## config.mk

```make
export PLATFORM = sky130hd
export DESIGN_NAME = gbs_judge
export DESIGN_NICKNAME = d
export VERILOG_FILES = /design/src/sv/gbs_pkg.sv /design/src/sv/gbs_judge.sv
export SDC_FILE = /design/constraint.sdc
export NUM_CORES = 2
export LEC_CHECK = 0
export ABC_AREA = 1
export BUFFER_PORTS_ARGS = -buffer_cell sky130_fd_sc_hd__clkbuf_2
export CAP_MARGIN = 20
export CORE_ASPECT_RATIO = 0.8
export CORE_MARGIN = 1
export CORE_UTILIZATION = 55
export DETAILED_ROUTE_END_ITERATION = 16
export PLACE_DENSITY = 0.76
export SLEW_MARGIN = 20
export SYNTH_ARGS = -nofsm -noshare
export SYNTH_HDL_FRONTEND = slang
export SYNTH_SLANG_ARGS = --single-unit
```

## constraint.sdc

```tcl
create_clock -name clk -period 5.49 [get_ports clk]
set_input_delay 1.098 -clock clk [delete_from_list [all_inputs] [get_ports clk]]
set_output_delay 1.098 -clock clk [all_outputs]
set_load 0.1 [all_outputs]
```

## src/sv/gbs_pkg.sv

```systemverilog
// Shared types and constants for the greedy box suppression block.
// No dependencies; every other file uses these by scoped names.
package gbs_pkg;

    localparam int COORD_W   = 16;
    localparam int AREA_W    = 32;
    localparam int THR_W     = 9;
    localparam int COUNT_W   = 7;
    localparam int INDEX_W   = 16;
    localparam int UNI_W     = AREA_W + 1;
    localparam int LHS_W     = AREA_W + 8;
    localparam int PROD_W    = UNI_W + THR_W;

    localparam int MAX_KEPT_DEF = 64;

    localparam logic [THR_W-1:0] THR_RESET = THR_W'(115);

    // Register map, word index
    localparam logic REG_IOU_THRESHOLD = 1'b0;

    typedef struct packed {
        logic [COORD_W-1:0] box_left;
        logic [COORD_W-1:0] box_top;
        logic [COORD_W-1:0] box_width;
        logic [COORD_W-1:0] box_height;
        logic               first_of_set;
    } box_t;

    typedef struct packed {
        logic               kept;
        logic [INDEX_W-1:0] box_index;
        logic [COUNT_W-1:0] kept_count;
        logic               overflow;
    } result_t;

    typedef struct packed {
        logic [COORD_W-1:0] left;
        logic [COORD_W-1:0] top;
        logic [COORD_W-1:0] right;
        logic [COORD_W-1:0] bottom;
    } corners_t;

    typedef struct packed {
        logic valid;     // one comparison finished this cycle
        logic suppress;  // that comparison suppresses the new box
        logic active;    // comparisons still in flight
    } judge_status_t;

endpackage

```

## src/sv/gbs_judge.sv

```systemverilog
// Pipelined overlap test of the new box against one stored box per cycle:
// intersection, union, then inter*256 > threshold*union. Depends on gbs_pkg.
module gbs_judge (
    input  logic                          clk,
    input  logic                          rst_n,
    input  logic                          in_valid,
    input  gbs_pkg::corners_t             kept_box,
    input  logic [gbs_pkg::AREA_W-1:0]    kept_area,
    input  gbs_pkg::corners_t             new_box,
    input  logic [gbs_pkg::AREA_W-1:0]    new_area,
    input  logic [gbs_pkg::THR_W-1:0]     threshold,
    output gbs_pkg::judge_status_t        status
);

    localparam int CW = gbs_pkg::COORD_W;

    logic [CW-1:0] x0, x1, y0, y1;
    logic          overlaps;

    logic                          s1_vld_reg, s2_vld_reg, s3_vld_reg, s4_vld_reg;
    logic                          s1_ov_reg;
    logic [CW-1:0]                 s1_dx_reg, s1_dy_reg;
    logic [gbs_pkg::AREA_W-1:0]    s1_karea_reg;
    logic [gbs_pkg::AREA_W-1:0]    s2_inter_reg;
    logic [gbs_pkg::UNI_W-1:0]     s2_sum_reg;
    logic [gbs_pkg::AREA_W-1:0]    s3_inter_reg;
    logic [gbs_pkg::UNI_W-1:0]     s3_uni_reg;
    logic [gbs_pkg::LHS_W-1:0]     s4_lhs_reg;
    logic [gbs_pkg::PROD_W-1:0]    s4_prod_reg;

    always_comb
    begin
        x0 = (new_box.left  > kept_box.left)   ? new_box.left   : kept_box.left;
        x1 = (new_box.right < kept_box.right)  ? new_box.right  : kept_box.right;
        y0 = (new_box.top   > kept_box.top)    ? new_box.top    : kept_box.top;
        y1 = (new_box.bottom < kept_box.bottom) ? new_box.bottom : kept_box.bottom;
        // touching edges count as no overlap
        overlaps = (x1 > x0) && (y1 > y0);
    end

    always_ff @(posedge clk or negedge rst_n)
    begin
        if (!rst_n)
        begin
            s1_vld_reg <= 1'b0;
            s2_vld_reg <= 1'b0;
            s3_vld_reg <= 1'b0;
            s4_vld_reg <= 1'b0;
        end
        else
        begin
            s1_vld_reg <= in_valid;
            s2_vld_reg <= s1_vld_reg;
            s3_vld_reg <= s2_vld_reg;
            s4_vld_reg <= s3_vld_reg;
        end
    end

    always_ff @(posedge clk)
    begin
        s1_ov_reg    <= overlaps;
        s1_dx_reg    <= x1 - x0;
        s1_dy_reg    <= y1 - y0;
        s1_karea_reg <= kept_area;

        s2_inter_reg <= s1_ov_reg ? (gbs_pkg::AREA_W'(s1_dx_reg) * gbs_pkg::AREA_W'(s1_dy_reg))
                                  : '0;
        s2_sum_reg   <= gbs_pkg::UNI_W'(new_area) + gbs_pkg::UNI_W'(s1_karea_reg);

        s3_inter_reg <= s2_inter_reg;
        s3_uni_reg   <= s2_sum_reg - gbs_pkg::UNI_W'(s2_inter_reg);

        s4_lhs_reg   <= {s3_inter_reg, 8'b0};
        s4_prod_reg  <= gbs_pkg::PROD_W'(threshold) * gbs_pkg::PROD_W'(s3_uni_reg);
    end

    // zero union gives zero intersection, so the compare never fires there
    assign status.valid    = s4_vld_reg;
    assign status.suppress = s4_vld_reg && (gbs_pkg::PROD_W'(s4_lhs_reg) > s4_prod_reg);
    assign status.active   = in_valid || s1_vld_reg || s2_vld_reg || s3_vld_reg
                             || s4_vld_reg;

endmodule

```

==> flow_summary_export.csv <==
group,metric,value,unit
global_route,grt_pass1_vias,29670,
logic_synthesis,yosysTopAreaCell,"fa_1",
place,place_congestion,0.977,
sta,fin_crit,5.31,ns
sta,fin_tns_setup,0,ns
global_route,gr-usage-all-layers,0.287,
die,coreArea,62600,um2
sta,tightestPinTransition,1.12,ns
logic_synthesis,syn_avg_cell_area,6.96,um2
logic_synthesis,ys_seq_area_frac,0.157,
setup_path,cp_max_fo,11,
die,die_width,283,um
setup_path,crit_top_cell,"fa_1",
place,dp_hpwl,76600,um
route,drtIter0Drc,2611,
setup_path,path_buf_inv,5,
cts,max-clock-path-buffers,3,
setup_path,rr_worst_depth,20,
global_route,grt_max_degree,34,
setup_path,max_stage_delay,0.55,ns
logic_synthesis,synth_edf_count,0,
setup_path,cp_data_arrival_time,5.79,ns
job,drv_cap,0,
final_layout,insertedDiodeCount,0,
logic_synthesis,synth_most_common_cell,"nand2_1",
die,ioPinCount,207,
final_layout,fillers,5825,
route,antenna_left,0,
route,wl_per_cell,14.9,um
global_route,overflow,0,
setup_path,rrSetupSlack,0.18,ns
sta,drv_slew,0,
die,rows,82,
sta,finalSetupViolCount,0,
global_route,grt_pass1_wl,149000,um
cts,postCtsHoldBufs,0,
setup_path,crit_required,5.97,ns
cts,clock_latency,0.59,ns
die,start_util,0.557,
setup_path,critPathKind,"reg2reg",
cts,h-tree-depth,1,
outcome,violations,"DRC",
setup_path,cp_cell_sequence,"nand2_1, inv_1, fa_1, inv_1, fa_1, fa_1, fa_1, inv_1, fa_1, inv_1, fa_1, inv_1, ha_1, nand2_2, nor2_2, nand2_1, a21oi_2, nor2_1, o21ai_0, nor2_1",
setup_path,cp-start-kind,"register",
setup_path,crit_path_top_delay_cell,"fa_1",
logic_synthesis,async_flop_share,0.0147,
sta,slew_headroom,0.251,
worst_hold_path,hold_start,"s3_inter_reg[30]",
cts,numCtsBuffers,30,
die,die_y,227,um
route,drtPass1Iterations,12,
logic_synthesis,ys_top_cells_by_count,"nand2_1, inv_1, fa_1",
logic_synthesis,yosys-top-cells-area,"fa_1, nand2_1, dfxtp_1, inv_1, ha_1",
logic_synthesis,synth_nets,5982,
route,vias,30580,
sta,max_freq,188,MHz
route,routed_wirelength,90200,um
logic_synthesis,synth_cells,5006,
worst_hold_path,min_path_type,"reg2reg",
final_layout,post_route_cells_drive_above_1_share,0.0845,
logic_synthesis,synthFlopType,"dfxtp_1",
final_layout,largest_reg_flops,42,
route,drc_errors,1,
logic_synthesis,synth.cell_area,34800,um2
logic_synthesis,netlist.area_leader.share,0.239,
final_layout,area_growth,9.80,%
logic_synthesis,synth_seq_cells,273,
setup_path,crit_path_end_kind,"register",
worst_hold_path,min_path_cells,0,
die,die_area,64400,um2
sta,fin_crit_sh,0.967,
cts,cts.sinks,273,
logic_synthesis,netlist-cell-type-count,40,
global_route,antenna_found_initial,0,
final_layout,final_nets,6149,
logic_synthesis,ys_warn_count,0,
outcome,status,"finished with violations",
final_layout,multi_input_area,24100,um2
place,portBuffers,206,
setup_path,crit_family,"adder cells",
sta,timing.hold.ws,0.321,ns
final_layout,ff_latch_area,5510,um2
sta,hold_viol,0,
setup_path,rr_startpoint,"s1_dy_reg[4]",
worst_hold_path,hold_end,"s4_lhs_reg[38]",
route,vias_per_cell,5.07,
cts,ctsRootBufferMaster,"clkbuf_16",
cts,cts_tree,"done",
cts,clk_pin_slew_worst_paths,0.07,ns
sta,fin_worst_skew,0.0283,ns
setup_path,rr_endpoint,"s2_inter_reg[17]",
stage by stage:
step	area [um2]	std cells	setup slack (ns)	util
6_report	38300	6035	0.179	0.611
3_5_place_dp	37000	5981	0.0128	0.592
2_1_floorplan	34800	5006	0.272	-
3_3_place_gp	37000	5981	0.0912	0.592
5_1_grt	38300	6035	-0.0519	0.611
4_1_cts	38100	6035	0.00100	0.609
cells by family (layout without fill, tap and decap cells):
kind of cell,count (synthesis),in the layout,share of synthesized area
simple gates,2105,2105,0.247
xor+xnor,79,79,0.0199
flops,273,273,0.157
compound gates,355,355,0.0543
fa+ha+maj,772,772,0.367
buf+inv,1422,1611,0.155
per-layer routing:
metal,track usage,vias to the layer above,share of wire
li1,-,15081,-
met1,0.432,14295,0.48
met2,0.437,1105,0.42
met3,0.0450,99,0.089
met4,0.0499,0,0.015
met5,0,-,0
worst max path at each step:
stage                     slack, ns          endpoint  cells after the start          start
after detailed placement       0.01  s2_inter_reg[17]                     18  s1_dx_reg[10]
after floorplan                0.27  s2_inter_reg[25]                     24   s1_dx_reg[7]
final                          0.18  s2_inter_reg[17]                     20   s1_dy_reg[4]
after global routing          -0.05  s2_inter_reg[17]                     20   s1_dy_reg[4]
after global placement         0.09  s2_inter_reg[20]                     20  s1_dx_reg[10]
after CTS                     0.001  s2_inter_reg[17]                     18   s1_dy_reg[3]
worst reg2reg max path: stages (launching register included):
cell,delay (ns)
dfxtp_2,0.41
nand2_1,0.11
inv_1,0.06
fa_1,0.54
inv_1,0.05
fa_1,0.47
fa_1,0.52
fa_1,0.55
inv_1,0.05
fa_1,0.47
inv_1,0.05
fa_1,0.47
inv_1,0.04
ha_1,0.40
nand2_2,0.15
nor2_2,0.21
nand2_1,0.17
a21oi_2,0.20
nor2_1,0.05
o21ai_0,0.14
nor2_1,0.08
timing repair:
item | in CTS | in global routing
setup buffers | 0 | 0
endpoints found under the setup margin | 2 | 20
gates resized for setup | 1 | 43
pin swaps | 0 | 2
layout make-up:
type	count	share of cell area
Timing Repair Buffer	284	0.0456
Sequential cell	273	0.144
Inverter	1273	0.125
Clock buffer	37	0.0222
Tap cell	840	0.0275
Multi-Input combinational cell	3311	0.630
Clock inverter	17	0.00602
cell usage in the layout, fill, tap and decap left out, types with 9 or more instances in the layout:
cell,instances
a21o_1,13
a21oi_1,206
buf_12,10
buf_4,67
clkbuf_16,31
clkbuf_2,206
dfxtp_1,252
dfxtp_2,17
fa_1,416
ha_1,351
inv_1,1271
nand2_1,1530
nand2_2,29
nand3_1,149
nand3_2,12
nand3b_1,38
nand4_1,32
nor2_1,247
nor2_2,11
nor3_1,33
o21ai_0,88
o21ai_1,9
o21bai_1,16
xnor2_1,20
xor2_1,59
Power is left out: the tool's default activity adds up to more than one toggle a clock period on the data nets, which glitch-free logic cannot reach.
